## config.mk

```make
export PLATFORM = sky130hd
export DESIGN_NAME = nmea_sentence_checker_unit
export DESIGN_NICKNAME = d
export VERILOG_FILES = /design/src/hw/rtl/nsc_pkg.sv /design/src/hw/rtl/nmea_sentence_checker_unit.sv
export SDC_FILE = /design/constraint.sdc
export NUM_CORES = 1
export LEC_CHECK = 0
export ABC_AREA = 1
export BUFFER_PORTS_ARGS = -buffer_cell sky130_fd_sc_hd__buf_2
export CAP_MARGIN = 20
export CORE_MARGIN = 2
export CORE_UTILIZATION = 40
export CTS_BUF_LIST = sky130_fd_sc_hd__clkbuf_4 sky130_fd_sc_hd__clkbuf_8
export DETAILED_ROUTE_END_ITERATION = 8
export HOLD_SLACK_MARGIN = 0.05
export PLACE_DENSITY = 0.66
export SYNTH_ARGS = -nofsm -noshare
export SYNTH_HDL_FRONTEND = slang
export SYNTH_SLANG_ARGS = --single-unit
```

## constraint.sdc

```tcl
create_clock -name aclk -period 2.6 [get_ports aclk]
set_clock_uncertainty 0.2 [all_clocks]
set_input_delay 0.39 -clock aclk [delete_from_list [all_inputs] [get_ports aclk]]
set_output_delay 0.39 -clock aclk [all_outputs]
set_load 0.02 [all_outputs]
```

## src/hw/rtl/nsc_pkg.sv

```systemverilog
// ----------------------------------------------------------------------------
// nsc_pkg
// Types, constants and helper functions of the NMEA sentence checker.
// ----------------------------------------------------------------------------
package nsc_pkg;

    localparam int TAG_CHARS = 5;
    localparam int TAG_W     = 40;
    localparam int TAG_BYTES = TAG_W / 8;
    localparam int POS_W     = $clog2(TAG_CHARS + 1);

    localparam logic [TAG_W-1:0] TAG_RESET = 40'h4750474741;

    localparam logic [7:0] CHAR_DOLLAR = 8'h24;
    localparam logic [7:0] CHAR_STAR   = 8'h2A;
    localparam logic [7:0] CHAR_CR     = 8'h0D;
    localparam logic [7:0] CHAR_LF     = 8'h0A;

    typedef enum logic [2:0] {
        PH_IDLE = 3'd0,
        PH_DATA = 3'd1,
        PH_HI   = 3'd2,
        PH_LO   = 3'd3,
        PH_CR   = 3'd4,
        PH_LF   = 3'd5
    } phase_t;

    typedef struct packed {
        logic       ok;
        logic [3:0] val;
    } hex_t;

    // Decode one ASCII hex digit; an invalid digit decodes to zero.
    function automatic hex_t hex_decode(input logic [7:0] c);
        hex_t h;
        h.ok  = 1'b0;
        h.val = 4'd0;
        if (c inside {[8'h30:8'h39]}) begin
            h.ok  = 1'b1;
            h.val = c[3:0];
        end else if (c inside {[8'h41:8'h46], [8'h61:8'h66]}) begin
            h.ok  = 1'b1;
            h.val = c[3:0] + 4'd9;
        end
        return h;
    endfunction

    // Expected tag character at sentence position pos. The first character
    // sits in the highest used byte; positions beyond the register read zero.
    function automatic logic [7:0] tag_char(input logic [TAG_W-1:0] tag,
                                            input logic [POS_W-1:0] pos);
        logic [7:0] c;
        c = 8'd0;
        for (int k = 0; k < TAG_BYTES; k++) begin
            if (k <= TAG_CHARS - 1) begin
                if (POS_W'(TAG_CHARS - 1 - k) == pos) begin
                    c = tag[k*8 +: 8];
                end
            end
        end
        return c;
    endfunction

endpackage

```

## src/hw/rtl/nmea_sentence_checker_unit.sv

```systemverilog
// ----------------------------------------------------------------------------
// nmea_sentence_checker_unit
// Frames NMEA 0183 sentences byte by byte and checks tag and XOR checksum.
// ----------------------------------------------------------------------------
// Usage:
// The input channel (s_valid, s_ready, s_rx_byte) takes one received byte per
// beat. Every accepted byte yields exactly one result beat on the output
// channel (m_valid, m_ready, m_*): the framing flags, which are set only on
// the LF that closes a sentence, and the running XOR checksum.
// A result follows its byte in the next cycle, one byte per cycle while
// the receiver takes results. Framing state is updated in the same cycle
// the byte is accepted; the one result register is the only pipeline stage.
// When the receiver stalls, the result register holds its beat and s_ready
// stays high only if that beat is being taken in the same cycle, so at most
// one result waits and none is lost.
// Reset (synchronous, aresetn low) returns framing to idle, clears the
// checksum state, empties the result register and loads the tag register
// with "GPGGA". cfg_wr_en writes cfg_wr_data into the tag register; write it
// only while no byte is in flight.
// ----------------------------------------------------------------------------
module nmea_sentence_checker_unit (
    input  logic                     aclk,
    input  logic                     aresetn,
    input  logic                     cfg_wr_en,
    input  logic [nsc_pkg::TAG_W-1:0] cfg_wr_data,
    input  logic                     s_valid,
    output logic                     s_ready,
    input  logic [7:0]               s_rx_byte,
    output logic                     m_valid,
    input  logic                     m_ready,
    output logic                     m_sentence_done,
    output logic                     m_sentence_valid,
    output logic                     m_tag_matched,
    output logic                     m_checksum_matched,
    output logic [7:0]               m_running_checksum
);

    logic [nsc_pkg::TAG_W-1:0] tag_reg;
    nsc_pkg::phase_t           phase_reg, phase_next;
    logic [7:0]                xor_reg, xor_next;
    logic [7:0]                rsum_reg, rsum_next;
    logic                      digits_ok_reg, digits_ok_next;
    logic [nsc_pkg::POS_W-1:0] pos_reg, pos_next;
    logic                      tag_ok_reg, tag_ok_next;

    logic       out_valid_reg;
    logic       done_reg, done_next;
    logic       tag_m_reg, tag_m_next;
    logic       ck_m_reg, ck_m_next;
    logic [7:0] cksum_reg;

    logic         accept;
    logic         pos_open;
    nsc_pkg::hex_t hex;

    assign s_ready = !out_valid_reg || m_ready;
    assign accept  = s_valid && s_ready;

    assign pos_open = pos_reg < nsc_pkg::POS_W'(nsc_pkg::TAG_CHARS);
    assign hex      = nsc_pkg::hex_decode(s_rx_byte);

    always_comb begin
        phase_next     = phase_reg;
        xor_next       = xor_reg;
        rsum_next      = rsum_reg;
        digits_ok_next = digits_ok_reg;
        pos_next       = pos_reg;
        tag_ok_next    = tag_ok_reg;
        done_next      = 1'b0;
        tag_m_next     = 1'b0;
        ck_m_next      = 1'b0;

        if (s_rx_byte == nsc_pkg::CHAR_DOLLAR) begin
            phase_next     = nsc_pkg::PH_DATA;
            xor_next       = 8'd0;
            rsum_next      = 8'd0;
            digits_ok_next = 1'b1;
            pos_next       = '0;
            tag_ok_next    = 1'b1;
        end else begin
            case (phase_reg)
                nsc_pkg::PH_DATA: begin
                    if (s_rx_byte == nsc_pkg::CHAR_STAR) begin
                        // A sentence shorter than the tag cannot match it.
                        if (pos_open) begin
                            tag_ok_next = 1'b0;
                        end
                        phase_next = nsc_pkg::PH_HI;
                    end else begin
                        xor_next = xor_reg ^ s_rx_byte;
                        if (pos_open) begin
                            if (s_rx_byte != nsc_pkg::tag_char(tag_reg, pos_reg)) begin
                                tag_ok_next = 1'b0;
                            end
                            pos_next = pos_reg + 1'b1;
                        end
                    end
                end
                nsc_pkg::PH_HI: begin
                    if (!hex.ok) begin
                        digits_ok_next = 1'b0;
                    end
                    rsum_next  = {hex.val, 4'd0};
                    phase_next = nsc_pkg::PH_LO;
                end
                nsc_pkg::PH_LO: begin
                    if (!hex.ok) begin
                        digits_ok_next = 1'b0;
                    end
                    rsum_next  = {rsum_reg[7:4], hex.val};
                    phase_next = nsc_pkg::PH_CR;
                end
                nsc_pkg::PH_CR: begin
                    phase_next = (s_rx_byte == nsc_pkg::CHAR_CR) ? nsc_pkg::PH_LF
                                                                 : nsc_pkg::PH_IDLE;
                end
                nsc_pkg::PH_LF: begin
                    if (s_rx_byte == nsc_pkg::CHAR_LF) begin
                        done_next  = 1'b1;
                        tag_m_next = tag_ok_reg;
                        ck_m_next  = digits_ok_reg && (rsum_reg == xor_reg);
                    end
                    phase_next = nsc_pkg::PH_IDLE;
                end
                default: begin
                    phase_next = nsc_pkg::PH_IDLE;
                end
            endcase
        end
    end

    always_ff @(posedge aclk) begin
        if (!aresetn) begin
            tag_reg       <= nsc_pkg::TAG_RESET;
            phase_reg     <= nsc_pkg::PH_IDLE;
            xor_reg       <= 8'd0;
            rsum_reg      <= 8'd0;
            digits_ok_reg <= 1'b0;
            pos_reg       <= '0;
            tag_ok_reg    <= 1'b0;
            out_valid_reg <= 1'b0;
        end else begin
            if (cfg_wr_en) begin
                tag_reg <= cfg_wr_data;
            end
            if (accept) begin
                phase_reg     <= phase_next;
                xor_reg       <= xor_next;
                rsum_reg      <= rsum_next;
                digits_ok_reg <= digits_ok_next;
                pos_reg       <= pos_next;
                tag_ok_reg    <= tag_ok_next;
                out_valid_reg <= 1'b1;
            end else if (m_ready) begin
                out_valid_reg <= 1'b0;
            end
        end
    end

    always_ff @(posedge aclk) begin
        if (accept) begin
            done_reg  <= done_next;
            tag_m_reg <= tag_m_next;
            ck_m_reg  <= ck_m_next;
            cksum_reg <= xor_next;
        end
    end

    assign m_valid            = out_valid_reg;
    assign m_sentence_done    = done_reg;
    assign m_tag_matched      = tag_m_reg;
    assign m_checksum_matched = ck_m_reg;
    assign m_sentence_valid   = tag_m_reg && ck_m_reg;
    assign m_running_checksum = cksum_reg;

endmodule

```

==> flow_summary.json <==
{
  "min_path_type": "input pin to flop",
  "root_buffer": "clkbuf_8",
  "synthesis.nets": 625,
  "endpoint_kind": "flop",
  "synth-seq-cells": 76,
  "area_growth_pct": 22.1,
  "met3_wirelength_um": 572,
  "overflow": 0,
  "pre_cts_slack_ns": 0.283,
  "fin_tns_setup_ns": 0,
  "drive_gt1_share_pct": 16.2,
  "hold_violations": 0,
  "grtUsageTotal_pct": 19.7,
  "cts_tree": "yes",
  "status": "completed",
  "ys_top_cells_by_area": "dfxtp_1, nand2_1, edfxtp_1, nor2_1, nand3_1",
  "peakVddDrop_v": 0.000261,
  "postLayoutCoreUtil_pct": 49.6,
  "antenna_found_initial": 0,
  "rsz0062_at_grt": "no",
  "max_freq_mhz": 424,
  "ff2ff_path_depth": 17,
  "cp-startpoint": "pos_reg[0]$_SDFFE_PN0P_",
  "syn-cell-area_sq_um": 3900,
  "largest_register_ff_count": 40,
  "wl_um": 9710,
  "arrival_ns": 2.44,
  "port_buffers": 66,
  "leakagePower_nw": 2.22,
  "layout_commonest_cell": "nand2_1",
  "startpoint_type": "flop",
  "ant_nets": 0,
  "grt_pass1_wl_um": 16400,
  "drc": 0,
  "worstReg2RegEnd": "tag_ok_reg$_SDFFE_PN0P_",
  "post-route-period-util_pct": 90.8,
  "critPathMaxFanout": 9,
  "drt_iter0_markers": 156,
  "synth_flop_cell": "dfxtp_1",
  "core_area_sq_um": 9590,
  "wire_per_inst_um": 12.4,
  "worstPathRequired_ns": 2.68,
  "synth.avg_cell_area_sq_um": 6.94,
  "routedLengthMet1_um": 4490,
  "layout.nets": 707,
  "h-tree-depth": 3,
  "min_to": "tag_reg[7]$_SDFFE_PN0P_",
  "min_path_cells": 3,
  "worst_slew_pin_slew_ns": 0.769,
  "rrSetupSlack_ns": 0.24,
  "die_area_sq_um": 10600,
  "synth_top_area_cell": "dfxtp_1",
  "synth_edf_count": 11,
  "yosys.cell_types.count": 37,
  "reg2reg_from": "pos_reg[0]$_SDFFE_PN0P_",
  "diodes": 0,
  "setup_ws_ns": 0.239,
  "pwr_density_cell_nw_per_um2": 584,
  "setup.worst_path.class": "flop to flop",
  "ios": 67,
  "clockBufferDepth": 2,
  "setup_violations": 0,
  "period_needed_ns": 2.36,
  "die_w_um": 103,
  "path_clk_slew_ns": 0.08,
  "final_cell_mix": "nand2_1, nor2_1, buf_2",
  "grt_max_degree": 43,
  "grt_pass1_vias": 3639,
  "synthArstFlopShare_pct": 0,
  "cts_sinks": 76,
  "max-slew-margin-rel_pct": 48.7,
  "place_area_sq_um": 4370,
  "dr_total_vias": 3845,
  "met2WireLength_um": 4440,
  "dieHeight_um": 103,
  "hold_start": "cfg_wr_data[7]",
  "numCtsBuffers": 9,
  "routed_via_density": 4.92,
  "yosysTopAreaCellShare_pct": 33.4,
  "yosysWarnings": 0,
  "insertion_delay_ns": 0.35,
  "drtPass1Iterations": 5,
  "drv_slew": 0,
  "fin_area_sq_um": 4760,
  "initial_core_util_pct": 40.6,
  "gp_congestion": 0.870,
  "yosysSeqAreaShare_pct": 41.8,
  "top_layer": "met4",
  "postSynthCellCount": 562,
  "dpl.hpwl_um": 7230,
  "maxCapViolations": 0,
  "row_count": 36
}
==> Yosys cell counts (2+ instances only) <==
| master | number |
|---|---|
| nand2_1 | 134 |
| nor2_1 | 70 |
| dfxtp_1 | 65 |
| inv_1 | 56 |
| nand3_1 | 51 |
| a21oi_1 | 38 |
| o21ai_0 | 36 |
| clkbuf_1 | 17 |
| edfxtp_1 | 11 |
| nor3_1 | 11 |
| ha_1 | 10 |
| a211oi_1 | 9 |
| nand4_1 | 7 |
| clkinv_1 | 6 |
| o21ai_1 | 5 |
| or2_1 | 5 |
| buf_2 | 3 |
| or2_2 | 3 |
| buf_6 | 2 |
| inv_2 | 2 |
| nand2_4 | 2 |
| nor4_1 | 2 |
| o22ai_1 | 2 |
| xor2_1 | 2 |
==> worst max-delay path: stages (launching register included) <==
cell and delay, ns:
dfxtp_1 0.33, ha_1 0.20, ha_1 0.28, inv_1 0.23, nand4_1 0.13, nand2_1 0.10
nand2_1 0.08, nand2_1 0.09, nand2_1 0.06, nand2_1 0.05, nand2_1 0.05, inv_1 0.05
nand2_1 0.04, nor2_1 0.10, nand3_1 0.09, nand2_1 0.06, nand2_1 0.04, a21oi_1 0.10
==> metal layers <==
| layer | GRT usage, % | vias to the layer above |
|---|---|---|
| li1 | - | 1993 |
| met1 | 25.1 | 1723 |
| met2 | 32.3 | 111 |
| met3 | 4.61 | 18 |
| met4 | 7.38 | 0 |
| met5 | 0 | - |
==> cell families (layout without fill, tap and decap cells) <==
| family | count (synthesis) | after routing | synth area share [%] |
|---|---|---|---|
| flip-flops | 76 | 76 | 41.8 |
| AND/OR/NAND/NOR | 289 | 289 | 31.7 |
| AO/OA/AOI/OAI | 97 | 97 | 13.7 |
| adder cells (fa/ha/maj) | 10 | 10 | 3.21 |
| XOR/XNOR | 2 | 2 | 0.449 |
| buffers and inverters | 88 | 175 | 9.11 |
==> repair_timing <==
| item | CTS | global route |
|---|---|---|
| buffers inserted | 0 | 0 |
| hold buffers | 16 | 1 |
| setup endpoints to repair | 0 | 1 |
| gates resized for setup | 0 | 1 |
| hold endpoints to repair | 16 | 1 |
==> worst max-delay path by stage <==
stage	end	slack, ns
2_1_floorplan	tag_ok_reg$_SDFFE_PN0P_	0.36
5_1_grt	tag_ok_reg$_SDFFE_PN0P_	0.007
3_3_place_gp	tag_ok_reg$_SDFFE_PN0P_	0.36
4_1_cts	tag_ok_reg$_SDFFE_PN0P_	0.26
6_report	tag_ok_reg$_SDFFE_PN0P_	0.24
3_5_place_dp	tag_ok_reg$_SDFFE_PN0P_	0.28
==> area by class of cell <==
type	count	area, sq um
clock buffer	10	131
clock inverter	6	88.8
fill	990	4830
inverter	65	246
multi-input combinational	398	1910
sequential	76	1630
tap	133	166
timing repair buffer	94	583
==> per-stage QoR <==
stage | std cells | power [W] | hold slack, ns
after floorplan | 562 | 0.00165 | 0.221
after global placement | 749 | 0.00178 | 0.238
after detailed placement | 749 | 0.00179 | 0.241
after CTS | 781 | 0.00280 | 0.0508
after global routing | 782 | 0.00293 | 0.0588
final | 782 | 0.00278 | 0.0579
==> where the power goes <==
group / switching, W / internal [W] / total [W]
combinational: 0.000290 / 0.000186 / 0.000476
sequential: 0.0000379 / 0.00127 / 0.00131
clock: 0.000449 / 0.000551 / 0.00100
Note: power is estimated with default switching activity, not from simulation.
